--- src/rtl/core/shash_pkg.sv ---
`default_nettype none
// ----------------------------------------------------------------------------
// shash_pkg
// shared types, round constants and sigma functions for the sha-256 hasher
// ----------------------------------------------------------------------------
package shash_pkg;

    localparam logic [31:0] H_INIT [8] = '{
        32'h6a09e667, 32'hbb67ae85, 32'h3c6ef372, 32'ha54ff53a,
        32'h510e527f, 32'h9b05688c, 32'h1f83d9ab, 32'h5be0cd19
    };

    localparam logic [31:0] K_TABLE [64] = '{
        32'h428a2f98, 32'h71374491, 32'hb5c0fbcf, 32'he9b5dba5,
        32'h3956c25b, 32'h59f111f1, 32'h923f82a4, 32'hab1c5ed5,
        32'hd807aa98, 32'h12835b01, 32'h243185be, 32'h550c7dc3,
        32'h72be5d74, 32'h80deb1fe, 32'h9bdc06a7, 32'hc19bf174,
        32'he49b69c1, 32'hefbe4786, 32'h0fc19dc6, 32'h240ca1cc,
        32'h2de92c6f, 32'h4a7484aa, 32'h5cb0a9dc, 32'h76f988da,
        32'h983e5152, 32'ha831c66d, 32'hb00327c8, 32'hbf597fc7,
        32'hc6e00bf3, 32'hd5a79147, 32'h06ca6351, 32'h14292967,
        32'h27b70a85, 32'h2e1b2138, 32'h4d2c6dfc, 32'h53380d13,
        32'h650a7354, 32'h766a0abb, 32'h81c2c92e, 32'h92722c85,
        32'ha2bfe8a1, 32'ha81a664b, 32'hc24b8b70, 32'hc76c51a3,
        32'hd192e819, 32'hd6990624, 32'hf40e3585, 32'h106aa070,
        32'h19a4c116, 32'h1e376c08, 32'h2748774c, 32'h34b0bcb5,
        32'h391c0cb3, 32'h4ed8aa4a, 32'h5b9cca4f, 32'h682e6ff3,
        32'h748f82ee, 32'h78a5636f, 32'h84c87814, 32'h8cc70208,
        32'h90befffa, 32'ha4506ceb, 32'hbef9a3f7, 32'hc67178f2
    };

    localparam logic [7:0] PAD_BYTE = 8'h80;

    typedef enum logic [2:0] {
        ST_IDLE,
        ST_LEN,
        ST_ROUND,
        ST_FINAL,
        ST_EMIT
    } t_state;

    typedef enum logic [2:0] {
        SC_HOLD,
        SC_BYTE,
        SC_LEN,
        SC_STEP,
        SC_CLEAR
    } t_sched_op;

    typedef enum logic [2:0] {
        VR_HOLD,
        VR_LOAD,
        VR_ROUND,
        VR_ADD,
        VR_INIT
    } t_vars_op;

    typedef struct packed {
        t_sched_op   sched_op;
        logic [7:0]  byte_val;
        logic [5:0]  byte_pos;
        logic [63:0] msg_len;
        t_vars_op    vars_op;
        logic [5:0]  round_idx;
        logic [2:0]  out_idx;
    } t_ctrl;

    function automatic logic [31:0] f_rotr(input logic [31:0] x, input logic [4:0] n);
        logic [63:0] dbl;
        dbl = {x, x} >> n;
        return dbl[31:0];
    endfunction

    function automatic logic [31:0] f_bsig0(input logic [31:0] x);
        return f_rotr(x, 5'd2) ^ f_rotr(x, 5'd13) ^ f_rotr(x, 5'd22);
    endfunction

    function automatic logic [31:0] f_bsig1(input logic [31:0] x);
        return f_rotr(x, 5'd6) ^ f_rotr(x, 5'd11) ^ f_rotr(x, 5'd25);
    endfunction

    function automatic logic [31:0] f_ssig0(input logic [31:0] x);
        return f_rotr(x, 5'd7) ^ f_rotr(x, 5'd18) ^ (x >> 3);
    endfunction

    function automatic logic [31:0] f_ssig1(input logic [31:0] x);
        return f_rotr(x, 5'd17) ^ f_rotr(x, 5'd19) ^ (x >> 10);
    endfunction

endpackage
`default_nettype wire

--- src/rtl/core/shash_sched.sv ---
`default_nettype none
// ----------------------------------------------------------------------------
// shash_sched
// 16-word message schedule window: byte packing, length insert, expansion
// ----------------------------------------------------------------------------
module shash_sched (
    input  wire logic              i_clk,
    input  wire logic              i_rst_n,
    input  wire shash_pkg::t_ctrl  i_ctrl,
    output logic [31:0]            o_w
);

    logic [31:0] r_w [16];
    logic [31:0] n_next_w;
    logic [4:0]  byte_lsb;

    // w[t+16] from the window holding w[t..t+15]
    assign n_next_w = shash_pkg::f_ssig1(r_w[14]) + r_w[9]
                    + shash_pkg::f_ssig0(r_w[1]) + r_w[0];

    // big-endian lane inside the word
    assign byte_lsb = {~i_ctrl.byte_pos[1:0], 3'b000};

    always_ff @(posedge i_clk) begin
        if (!i_rst_n) begin
            for (int i = 0; i < 16; i++) r_w[i] <= '0;
        end else begin
            unique case (i_ctrl.sched_op)
                shash_pkg::SC_HOLD: begin
                end
                shash_pkg::SC_BYTE: begin
                    r_w[i_ctrl.byte_pos[5:2]][byte_lsb +: 8] <= i_ctrl.byte_val;
                end
                shash_pkg::SC_LEN: begin
                    r_w[14] <= i_ctrl.msg_len[63:32];
                    r_w[15] <= i_ctrl.msg_len[31:0];
                end
                shash_pkg::SC_STEP: begin
                    for (int i = 0; i < 15; i++) r_w[i] <= r_w[i+1];
                    r_w[15] <= n_next_w;
                end
                shash_pkg::SC_CLEAR: begin
                    for (int i = 0; i < 16; i++) r_w[i] <= '0;
                end
                default: begin
                end
            endcase
        end
    end

    assign o_w = r_w[0];

endmodule
`default_nettype wire

--- src/rtl/core/shash_round.sv ---
`default_nettype none
// ----------------------------------------------------------------------------
// shash_round
// shared compression round unit with working variables and hash words
// ----------------------------------------------------------------------------
module shash_round (
    input  wire logic              i_clk,
    input  wire logic              i_rst_n,
    input  wire shash_pkg::t_ctrl  i_ctrl,
    input  wire logic [31:0]       i_w,
    output logic [31:0]            o_hash_word
);

    logic [31:0] r_h [8];
    logic [31:0] r_v [8];
    logic [31:0] t1;
    logic [31:0] t2;
    logic [31:0] ch;
    logic [31:0] maj;

    always_comb begin
        ch  = (r_v[4] & r_v[5]) ^ (~r_v[4] & r_v[6]);
        maj = (r_v[0] & r_v[1]) ^ (r_v[0] & r_v[2]) ^ (r_v[1] & r_v[2]);
        t1  = r_v[7] + shash_pkg::f_bsig1(r_v[4]) + ch
            + shash_pkg::K_TABLE[i_ctrl.round_idx] + i_w;
        t2  = shash_pkg::f_bsig0(r_v[0]) + maj;
    end

    // working variables a..h
    always_ff @(posedge i_clk) begin
        unique case (i_ctrl.vars_op)
            shash_pkg::VR_LOAD: begin
                for (int i = 0; i < 8; i++) r_v[i] <= r_h[i];
            end
            shash_pkg::VR_ROUND: begin
                r_v[7] <= r_v[6];
                r_v[6] <= r_v[5];
                r_v[5] <= r_v[4];
                r_v[4] <= r_v[3] + t1;
                r_v[3] <= r_v[2];
                r_v[2] <= r_v[1];
                r_v[1] <= r_v[0];
                r_v[0] <= t1 + t2;
            end
            shash_pkg::VR_HOLD, shash_pkg::VR_ADD, shash_pkg::VR_INIT: begin
            end
            default: begin
            end
        endcase
    end

    // chaining hash words
    always_ff @(posedge i_clk) begin
        if (!i_rst_n) begin
            for (int i = 0; i < 8; i++) r_h[i] <= shash_pkg::H_INIT[i];
        end else begin
            unique case (i_ctrl.vars_op)
                shash_pkg::VR_ADD: begin
                    for (int i = 0; i < 8; i++) r_h[i] <= r_h[i] + r_v[i];
                end
                shash_pkg::VR_INIT: begin
                    for (int i = 0; i < 8; i++) r_h[i] <= shash_pkg::H_INIT[i];
                end
                shash_pkg::VR_HOLD, shash_pkg::VR_LOAD, shash_pkg::VR_ROUND: begin
                end
                default: begin
                end
            endcase
        end
    end

    assign o_hash_word = r_h[i_ctrl.out_idx];

endmodule
`default_nettype wire

--- src/rtl/core/shash_ctrl.sv ---
`default_nettype none
// ----------------------------------------------------------------------------
// shash_ctrl
// sequencer: byte count, bit length, round count, padding and digest output
// ----------------------------------------------------------------------------
module shash_ctrl (
    input  wire logic         i_clk,
    input  wire logic         i_rst_n,
    input  wire logic         i_in_valid,
    output logic              o_in_stall,
    input  wire logic         i_kind,
    input  wire logic [7:0]   i_data_byte,
    output logic              o_out_valid,
    input  wire logic         i_out_stall,
    output logic [2:0]        o_word_index,
    output logic              o_last_word,
    output shash_pkg::t_ctrl  o_ctrl
);

    shash_pkg::t_state r_state;
    shash_pkg::t_state n_state;
    logic [5:0]  r_pos;
    logic [63:0] r_len;
    logic [5:0]  r_rnd;
    logic        r_fin;
    logic        r_two;
    logic [2:0]  r_idx;
    logic        in_acc;
    logic        out_acc;
    logic        pad_late;
    logic        emit_done;

    assign o_in_stall  = (r_state != shash_pkg::ST_IDLE);
    assign o_out_valid = (r_state == shash_pkg::ST_EMIT);
    assign in_acc      = i_in_valid && !o_in_stall;
    assign out_acc     = o_out_valid && !i_out_stall;
    assign emit_done   = out_acc && (r_idx == 3'd7);
    // pad byte in the last eight bytes: length needs a block of its own
    assign pad_late    = (r_pos >= 6'd56);

    // next state
    always_comb begin
        n_state = r_state;
        unique case (r_state)
            shash_pkg::ST_IDLE: begin
                if (in_acc) begin
                    if (!i_kind) begin
                        n_state = (r_pos == 6'd63) ? shash_pkg::ST_ROUND
                                                   : shash_pkg::ST_IDLE;
                    end else begin
                        n_state = pad_late ? shash_pkg::ST_ROUND
                                           : shash_pkg::ST_LEN;
                    end
                end
            end
            shash_pkg::ST_LEN: begin
                n_state = shash_pkg::ST_ROUND;
            end
            shash_pkg::ST_ROUND: begin
                if (r_rnd == 6'd63) n_state = shash_pkg::ST_FINAL;
            end
            shash_pkg::ST_FINAL: begin
                priority if (r_fin && r_two) n_state = shash_pkg::ST_LEN;
                else if (r_fin)              n_state = shash_pkg::ST_EMIT;
                else                         n_state = shash_pkg::ST_IDLE;
            end
            shash_pkg::ST_EMIT: begin
                if (emit_done) n_state = shash_pkg::ST_IDLE;
            end
            default: begin
                n_state = shash_pkg::ST_IDLE;
            end
        endcase
    end

    // datapath controls
    always_comb begin
        o_ctrl           = '0;
        o_ctrl.sched_op  = shash_pkg::SC_HOLD;
        o_ctrl.vars_op   = shash_pkg::VR_HOLD;
        o_ctrl.byte_val  = i_kind ? shash_pkg::PAD_BYTE : i_data_byte;
        o_ctrl.byte_pos  = r_pos;
        o_ctrl.msg_len   = r_len;
        o_ctrl.round_idx = r_rnd;
        o_ctrl.out_idx   = r_idx;
        unique case (r_state)
            shash_pkg::ST_IDLE: begin
                if (in_acc) begin
                    o_ctrl.sched_op = shash_pkg::SC_BYTE;
                    if (n_state == shash_pkg::ST_ROUND) o_ctrl.vars_op = shash_pkg::VR_LOAD;
                end
            end
            shash_pkg::ST_LEN: begin
                o_ctrl.sched_op = shash_pkg::SC_LEN;
                o_ctrl.vars_op  = shash_pkg::VR_LOAD;
            end
            shash_pkg::ST_ROUND: begin
                o_ctrl.sched_op = shash_pkg::SC_STEP;
                o_ctrl.vars_op  = shash_pkg::VR_ROUND;
            end
            shash_pkg::ST_FINAL: begin
                o_ctrl.sched_op = shash_pkg::SC_CLEAR;
                o_ctrl.vars_op  = shash_pkg::VR_ADD;
            end
            shash_pkg::ST_EMIT: begin
                if (emit_done) o_ctrl.vars_op = shash_pkg::VR_INIT;
            end
            default: begin
            end
        endcase
    end

    always_ff @(posedge i_clk) begin
        if (!i_rst_n) begin
            r_state <= shash_pkg::ST_IDLE;
            r_pos   <= '0;
            r_len   <= '0;
            r_rnd   <= '0;
            r_fin   <= 1'b0;
            r_two   <= 1'b0;
            r_idx   <= '0;
        end else begin
            r_state <= n_state;
            if (in_acc) begin
                r_pos <= r_pos + 6'd1;
                if (!i_kind) begin
                    r_len <= r_len + 64'd8;
                end else begin
                    r_fin <= 1'b1;
                    r_two <= pad_late;
                end
            end
            if (r_state == shash_pkg::ST_LEN) r_two <= 1'b0;
            if (r_state == shash_pkg::ST_ROUND) r_rnd <= r_rnd + 6'd1;
            if (out_acc) r_idx <= r_idx + 3'd1;
            if (emit_done) begin
                r_pos <= '0;
                r_len <= '0;
                r_fin <= 1'b0;
            end
        end
    end

    assign o_word_index = r_idx;
    assign o_last_word  = (r_idx == 3'd7);

`ifndef SYNTHESIS
    a_rnd_idle: assert property (@(posedge i_clk) disable iff (!i_rst_n)
        (r_state != shash_pkg::ST_ROUND) |-> (r_rnd == 6'd0))
        else $error("round counter not zero outside compression");
    a_idx_idle: assert property (@(posedge i_clk) disable iff (!i_rst_n)
        (r_state != shash_pkg::ST_EMIT) |-> (r_idx == 3'd0))
        else $error("digest index not zero outside output");
    a_fin_emit: assert property (@(posedge i_clk) disable iff (!i_rst_n)
        (r_state == shash_pkg::ST_FINAL && r_fin && !r_two)
        |=> (r_state == shash_pkg::ST_EMIT))
        else $error("final block did not lead to digest output");
    a_emit_fin: assert property (@(posedge i_clk) disable iff (!i_rst_n)
        (r_state == shash_pkg::ST_EMIT) |-> (r_fin && !r_two))
        else $error("digest output without a finished message");
`endif

endmodule
`default_nettype wire

--- src/rtl/core/sha256_stream_hasher_unit.sv ---
`default_nettype none
// ----------------------------------------------------------------------------
// sha256_stream_hasher_unit
// byte-serial sha-256 hasher with one shared round unit
// ----------------------------------------------------------------------------
//  channel  valid        stall         payload
//  in       i_in_valid   o_in_stall    i_kind, i_data_byte
//  out      o_out_valid  i_out_stall   o_digest_word, o_word_index, o_last_word
//
//  a data beat is taken only in idle; the beat that fills a 64-byte block
//  starts the rounds through the one round unit, then hash add and
//  schedule clear, and no new byte is taken until these are done
//  end of message: pad, length insert, rounds, add; a pad byte in the last
//  eight bytes takes rounds and add first; then eight out beats
//  reset is synchronous and loads the initial hash words, no clearing pass
//  o_in_stall is high from a filled block to its hash add, and from end of
//  message to the last digest beat; i_out_stall holds the current digest word
// ----------------------------------------------------------------------------
module sha256_stream_hasher_unit (
    input  wire logic        i_clk,
    input  wire logic        i_rst_n,
    input  wire logic        i_in_valid,
    output logic             o_in_stall,
    input  wire logic        i_kind,
    input  wire logic [7:0]  i_data_byte,
    output logic             o_out_valid,
    input  wire logic        i_out_stall,
    output logic [31:0]      o_digest_word,
    output logic [2:0]       o_word_index,
    output logic             o_last_word
);

    // control bundle from the sequencer to both datapath parts
    shash_pkg::t_ctrl ctrl;
    // current schedule word w[t] for the round unit
    logic [31:0]      sched_w;

    // sequencer: counts bytes, bit length and rounds, drives the out beats
    shash_ctrl u_ctrl (
        .i_clk        (i_clk),
        .i_rst_n      (i_rst_n),
        .i_in_valid   (i_in_valid),
        .o_in_stall   (o_in_stall),
        .i_kind       (i_kind),
        .i_data_byte  (i_data_byte),
        .o_out_valid  (o_out_valid),
        .i_out_stall  (i_out_stall),
        .o_word_index (o_word_index),
        .o_last_word  (o_last_word),
        .o_ctrl       (ctrl)
    );

    // message schedule: packs bytes big-endian, expands one word per round
    shash_sched u_sched (
        .i_clk   (i_clk),
        .i_rst_n (i_rst_n),
        .i_ctrl  (ctrl),
        .o_w     (sched_w)
    );

    // round unit: one compression round per cycle, holds the hash words
    shash_round u_round (
        .i_clk       (i_clk),
        .i_rst_n     (i_rst_n),
        .i_ctrl      (ctrl),
        .i_w         (sched_w),
        .o_hash_word (o_digest_word)
    );

endmodule
`default_nettype wire

--- config.mk ---
export PLATFORM = sky130hd
export DESIGN_NAME = sha256_stream_hasher_unit
export DESIGN_NICKNAME = d
export VERILOG_FILES = /design/src/rtl/core/shash_pkg.sv /design/src/rtl/core/shash_sched.sv /design/src/rtl/core/shash_round.sv /design/src/rtl/core/shash_ctrl.sv /design/src/rtl/core/sha256_stream_hasher_unit.sv
export SDC_FILE = /design/constraint.sdc
export NUM_CORES = 2
export LEC_CHECK = 0
export ABC_AREA = 0
export BUFFER_PORTS_ARGS = -buffer_cell sky130_fd_sc_hd__buf_2
export CAP_MARGIN = 0
export CELL_PAD_IN_SITES_DETAIL_PLACEMENT = 1
export CELL_PAD_IN_SITES_GLOBAL_PLACEMENT = 1
export CORE_MARGIN = 2
export CORE_UTILIZATION = 50
export DETAILED_ROUTE_END_ITERATION = 12
export GPL_TIMING_DRIVEN = 0
export PLACE_DENSITY_LB_ADDON = 0.1
export SETUP_SLACK_MARGIN = 0.02
export SLEW_MARGIN = 25
export SYNTH_ARGS = -nofsm -noshare
export SYNTH_HDL_FRONTEND = slang
export SYNTH_SLANG_ARGS = --single-unit
--- constraint.sdc ---
create_clock -name i_clk -period 85.9 [get_ports i_clk]
set_input_delay 17.18 -clock i_clk [delete_from_list [all_inputs] [get_ports i_clk]]
set_output_delay 17.18 -clock i_clk [all_outputs]
set_load 0.05 [all_outputs]
# Word level (Yosys, flattened, before mapping)

Memories as Yosys holds them, arrays and structs flattened. A register that Yosys moved wholly into a read port is not among the register bits.
Index checks and enable logic that the tools add are counted.

Flip-flop bits (word level): 84
Bits in latches: 0
Bits in writable memories: 1,024
Bits in read-only memories: 2,048
Output and inout port bits: 38
Memories kept: 4

Memories:

| name             | words | bits a word | rd ports | clocked after Yosys merged registers in | wr ports | RTL line          | text |
|---|---|---|---|---|---|---|---|
| (name not given) | 64    | 32          | 1        | 0                                       | 0        | shash_round.sv:25 | `+ shash_pkg::K_TABLE[i_ctrl.round_idx] + i_w;` |
| u_sched.r_w      | 16    | 32          | 16       | 0                                       | 16       | shash_sched.sv:13 | `logic [31:0] r_w [16];` |
| u_round.r_h      | 8     | 32          | 9        | 1                                       | 8        | shash_round.sv:14 | `logic [31:0] r_h [8];` |
| u_round.r_v      | 8     | 32          | 8        | 0                                       | 8        | shash_round.sv:15 | `logic [31:0] r_v [8];` |

Add/subtract/negate cells: 23
Multiply operators: 0
Div/mod/pow operators: 0
Order comparisons: 2
Equal/unequal tests: 16
Shifts and indexed selects: 2
Mux-type cells: 104
Bitwise gates (word level): 79
Reduce and logical (&&, ||, !) cells: 13

Operator list:

| cell                   | count |
|---|---|
| $mux 32                | 63 |
| $add 32x32->32         | 18 |
| $xor 32x32->32         | 9 |
| $and 32x32->32         | 5 |
| $add 64x4->64 const B  | 1 |
| $or 1x1->1             | 58 |
| $not 32->32            | 1 |
| $reduce_or 32->1       | 1 |
| $shift 8x7->32 const A | 1 |
| $shiftx 8x7->32        | 1 |
| $xor 32x22->32         | 1 |
| $xor 32x29->32         | 1 |
| $mux 3                 | 10 |
| $pmux 3 s5             | 2 |
| $mux 1                 | 24 |
| $eq 3x2->1 const B     | 7 |
| $add 6x1->6 const B    | 2 |
| $eq 3x3->1 const B     | 4 |
| $eq 6x6->1 const B     | 2 |
| $pmux 3 s4             | 1 |
| $eq 3x1->1 const B     | 3 |
| $mux 8                 | 1 |
| $ge 7x7->1 const B     | 1 |
| $neg 5->7              | 1 |
| 13 further kinds       | 21 |

# Longest topological paths before layout

Word-level depth: 15
Mapped depth: 43
Mapped depth without buffers: 40

# By module

From an unflattened synthesis, not the netlist that was laid out.

Cell total of the unflattened synthesis: 7,923
Area, all modules: 75,185.9 µm²

Modules (own cells, without submodules):

| module      | instances | cells an instance | area an instance (µm²) |
|---|---|---|---|
| shash_round | 1         | 5,063             | 44,970.6 |
| shash_sched | 1         | 2,382             | 26,247.7 |
| shash_ctrl  | 1         | 478               | 3,967.6 |

# Worst setup path before layout

OpenSTA, ideal clock, no wires.

Path type: input port to flip-flop
From: input i_kind
To: register u_ctrl.r_state[1]
Setup time: 0.187 ns
Data arrival time: 48.217 ns
Required time: 85.713 ns
Setup slack: 37.496 ns
Stages on the path: 4
Path buffers: 1
Cells stage by stage: clkbuf_1 a21oi_1 o311ai_0 and2_1

Word-level cells in the longest chain between the ends: 3

RTL lines:

| item                 | RTL line                        | text |
|---|---|---|
| start, declared      | sha256_stream_hasher_unit.sv:24 | `input wire logic i_kind,` |
| $mux 3               | shash_ctrl.sv:47                | `if (!i_kind) begin` |
| $mux 3               | shash_ctrl.sv:46                | `if (in_acc) begin` |
| $pmux 3 s5           | shash_ctrl.sv:44                | `unique case (r_state)` |
| end signal, assigned | shash_ctrl.sv:115               | `r_state <= shash_pkg::ST_IDLE;` |
| end signal, assigned | shash_ctrl.sv:123               | `r_state <= n_state;` |
| end, declared        | shash_ctrl.sv:20                | `shash_pkg::t_state r_state;` |

Every way passes these cells.
A chain may end at the register's enable or synchronous reset.

==> metrics.txt <==
# TYPE chip_impl_metric gauge
chip_impl_metric{name="drv_slew",unit=""} 0
chip_impl_info{name="layout.cells.most_common_list",value="sky130_fd_sc_hd__nand2_1 (1541), sky130_fd_sc_hd__edfxtp_1 (896), sky130_fd_sc_hd__o21ai_0 (751)"} 1
chip_impl_metric{name="dr_total_vias",unit=""} 65500
chip_impl_metric{name="yosysWarnings",unit=""} 0
chip_impl_metric{name="skew",unit="ns"} 0.0499
chip_impl_metric{name="cp_max_fo",unit=""} 10
chip_impl_info{name="dominant_combinational_cell_family_by_area_after_synthesis",value="compound AO/OA/AOI/OAI gates"} 1
chip_impl_info{name="cts_tree",value="done"} 1
chip_impl_metric{name="max-slew-margin-rel",unit="%"} 18.0
chip_impl_metric{name="max_clock_freq",unit="MHz"} 47.7
chip_impl_metric{name="synth_enable_flop_cells",unit=""} 896
chip_impl_metric{name="synth_fp_nets",unit=""} 8264
chip_impl_metric{name="critical_path.max_stage_delay",unit="ns"} 0.79
chip_impl_metric{name="postCtsResizedCells",unit=""} 0
chip_impl_metric{name="antenna_found_initial",unit=""} 11
chip_impl_metric{name="holdBufCountCts",unit=""} 0
chip_impl_metric{name="max-cap-violations",unit=""} 0
chip_impl_info{name="timing.critical_path.max_delay_family",value="buffers and inverters"} 1
chip_impl_info{name="timing.hold.worst.class",value="flop to flop"} 1
chip_impl_metric{name="fin_area",unit="µm²"} 81300
chip_impl_metric{name="finalNonFillerCells",unit=""} 9918
chip_impl_metric{name="final.period_utilization",unit="%"} 24.4
chip_impl_metric{name="die_outline_height",unit="µm"} 388
chip_impl_info{name="setup.worst_path.start_class",value="flop"} 1
chip_impl_info{name="yosys_most_used_dff",value="sky130_fd_sc_hd__edfxtp_1"} 1
chip_impl_metric{name="die_area",unit="µm²"} 150000
chip_impl_metric{name="clk_pin_slew_worst_paths",unit="ns"} 0.06
chip_impl_metric{name="postSynthCellCount",unit=""} 7655
chip_impl_metric{name="hpwl",unit="µm"} 254000
chip_impl_metric{name="synth.ff_latch_count",unit=""} 1108
chip_impl_metric{name="cp.arrival",unit="ns"} 3.80
chip_impl_metric{name="post_synth_xor_area_fraction",unit="%"} 7.60
chip_impl_metric{name="synth.avg_cell_area",unit="µm²"} 9.61
chip_impl_metric{name="hold_viol",unit=""} 0
chip_impl_metric{name="timing.critical_path.required",unit="ns"} 68.72
chip_impl_metric{name="io_buffer_count",unit=""} 50
chip_impl_metric{name="hold-worst-slack",unit="ns"} 0.504
chip_impl_metric{name="cts-htree-levels",unit=""} 4
chip_impl_metric{name="post-route-drc-count",unit=""} 0
chip_impl_metric{name="via_count_of_the_first_global_routing_pass",unit=""} 66500
chip_impl_metric{name="synth.distinct_cells",unit=""} 102
chip_impl_metric{name="place_congestion",unit=""} 1.13
chip_impl_metric{name="io_pins",unit=""} 51
chip_impl_metric{name="global_route_wire_length_before_repair",unit="µm"} 465000
chip_impl_metric{name="synth_mux_area_share",unit="%"} 3.28
chip_impl_metric{name="final_setup_violation_count",unit=""} 0
chip_impl_metric{name="grt_util_all_layers",unit="%"} 42.7
chip_impl_metric{name="antenna_left",unit=""} 0
chip_impl_metric{name="detail_route.iter0.violations",unit=""} 7144
chip_impl_metric{name="initial_core_util",unit="%"} 50.4
chip_impl_info{name="outcome",value="completed"} 1
chip_impl_metric{name="placement.setup.worst_slack",unit="ns"} 64.83
chip_impl_metric{name="grt_residual_overflow",unit=""} 0
chip_impl_info{name="critical_path_class",value="flop to output port"} 1
chip_impl_metric{name="dpl_cell_area",unit="µm²"} 76800
chip_impl_metric{name="finish.net_count",unit=""} 8500
chip_impl_info{name="mostFrequentLayoutCell",value="sky130_fd_sc_hd__nand2_1"} 1
chip_impl_metric{name="post_route_cells_drive_above_1_share",unit="%"} 6.63
chip_impl_metric{name="post_synth_fa_ha_maj_area_fraction",unit="%"} 12.5
chip_impl_metric{name="synth-compound-area-share",unit="%"} 16.1
chip_impl_metric{name="grt_max_degree",unit=""} 76
chip_impl_metric{name="finalWorstPathRequiredPeriod",unit="ns"} 20.98
chip_impl_metric{name="area_share_of_and_or_nand_nor_cells_after_synthesis",unit="%"} 14.7
chip_impl_metric{name="worst_slew_pin_slew",unit="ns"} 1.23
chip_impl_metric{name="final.setup.worst_slack",unit="ns"} 64.92
chip_impl_info{name="cts_root_buffer",value="sky130_fd_sc_hd__clkbuf_16"} 1
chip_impl_metric{name="syn-cell-area",unit="µm²"} 73600
chip_impl_metric{name="final.fill_count",unit=""} 16400
chip_impl_metric{name="power_density",unit="nW/µm²"} 39.7
chip_impl_metric{name="ys_async_sr_fraction",unit="%"} 0
chip_impl_metric{name="cts_buffers",unit=""} 132
chip_impl_metric{name="leakage",unit="nW"} 30.7
chip_impl_metric{name="clock_sink_count",unit=""} 1108
chip_impl_metric{name="post_cts_setup_buffer_count",unit=""} 0
chip_impl_metric{name="timing.setup.tns",unit="ns"} 0
chip_impl_metric{name="placeableCoreArea",unit="µm²"} 146000
chip_impl_metric{name="vias_per_cell",unit=""} 6.61
chip_impl_metric{name="buffering_stage_count_on_the_worst_path_with_inverters_included",unit=""} 3
chip_impl_metric{name="drt-wirelength-per-cell",unit="µm"} 32.9
chip_impl_metric{name="peakVddDrop",unit="µV"} 57.2
chip_impl_info{name="timing.critical_path.cells",value="clkbuf_2, buf_1, mux4_2, mux2_2, buf_2"} 1
chip_impl_metric{name="row_count",unit=""} 140
chip_impl_info{name="rsz0062_at_grt",value="false"} 1
chip_impl_metric{name="drt-total-wl",unit="µm"} 326000
chip_impl_metric{name="cts_buffer_depth",unit=""} 3
chip_impl_metric{name="clk-insertion-delay-late",unit="ns"} 0.81
chip_impl_info{name="cp-end-kind",value="output port"} 1
chip_impl_metric{name="first_pass_iters",unit=""} 9
chip_impl_metric{name="horizontal_die_dimension",unit="µm"} 388
chip_impl_metric{name="layout-area-overhead-vs-synth",unit="%"} 10.5
chip_impl_metric{name="dp_cells",unit=""} 9673
chip_impl_metric{name="yosysSeqAreaShare",unit="%"} 42.3
chip_impl_info{name="worst_path_max_delay_cell",value="sky130_fd_sc_hd__buf_1"} 1
==> synth_stat cells, drive strengths merged (31+ instances only) <==
master     n  area, µm²
and3      47        294
and2      31        195
a31oi     77        494
or3       32        200
nand3    234       1170
a221oi    35        313
ha       401       5020
o21a      52        390
fa       195       3900
mux2      56        631
o21bai    50        379
a21o     182       1370
dfxtp    212       4240
xnor2    431       3780
mux4      71       1600
o211ai    74        566
o21ai    800       4010
nand2   1542       5790
xor2     206       1800
nor2     340       1280
nand2b    77        482
nor3      66        340
edfxtp   896      26900
buf       44        181
nor2b     68        425
a21oi    410       2070
a222oi    32        320
clkbuf   389       1460
inv      246        923
a211oi    47        358
==> layout make-up <==
class,count,area [µm²],area share (%)
sequential,1108,31100,38.3
clock inverter,79,986,1.21
timing repair buffer,102,728,0.896
multi-input combinational,5867,39900,49.1
buffer,433,1680,2.07
inverter,247,937,1.15
clock buffer,162,3460,4.25
tap,1917,2400,2.95
antenna,3,7.51,0.00924
==> stage by stage <==
step,util [%],total power [W]
final,55.7,0.00323
after detailed placement,52.6,0.00257
after global routing,55.7,0.00339
after global placement,52.2,0.00252
after CTS,55.7,0.00318
after floorplan,-,0.00203
==> sequential cells by signal, indices dropped and copies added (netlist names), named ones only <==
| name | count |
|---|---|
| u_round.r_h | 256 |
| u_ctrl.r_rnd | 6 |
| u_ctrl.r_fin | 1 |
| u_ctrl.o_word_index | 3 |
| u_ctrl.r_len | 61 |
| u_sched.r_w | 512 |
| u_ctrl.r_two | 1 |
| u_ctrl.r_pos | 6 |
| u_ctrl.r_state | 3 |
| u_round.r_v | 256 |
==> cells by family (layout without fill, tap and decap cells) <==
family / Yosys count / in the layout
AOI/OAI and AO/OA: 1940 / 1940
xor gates and xnor gates: 637 / 637
adders and majority gates: 622 / 622
buffers and inverters: 680 / 1023
DFF: 1108 / 1108
muxes: 145 / 145
other: 0 / 3
and+or+nand+nor: 2523 / 2523
==> report_power, final <==
group / internal [W] / switching, W / leakage (nW)
logic: 0.000773 / 0.00120 / 18.3
clock network: 0.000334 / 0.000258 / 2.13
registers: 0.000631 / 0.0000356 / 10.3
total: 0.00174 / 0.00149 / 30.7
==> routing by layer <==
layer	part of all wire, %	global-route usage, %
met5	0.0083	0
met4	9.5	32.7
met3	9.7	10.7
met2	44	65.6
met1	37	51.7
==> worst paths after layout <==
check	from	end	slack, ns	cells past startpoint
setup / recovery	flop	o_digest_word[12]	64.92	5
hold / removal	u_round.r_h[5][20]	u_round.r_h[5][20]	0.50	2
hold reg to reg	u_round.r_h[5][20]	u_round.r_h[5][20]	0.50	2
setup reg to reg	u_ctrl.r_rnd[1]	u_round.r_v[0][31]	73.05	37
==> worst register-to-register path: cells and delay by family (launching register included) <==
family	cells	cell delay, ns
xor+xnor	2	0.93
buf+inv	6	1.66
simple gates	3	0.96
compound gates	18	4.74
fa+ha+maj	8	3.72
flops	1	0.56
Note: power is estimated with default switching activity, not from simulation.
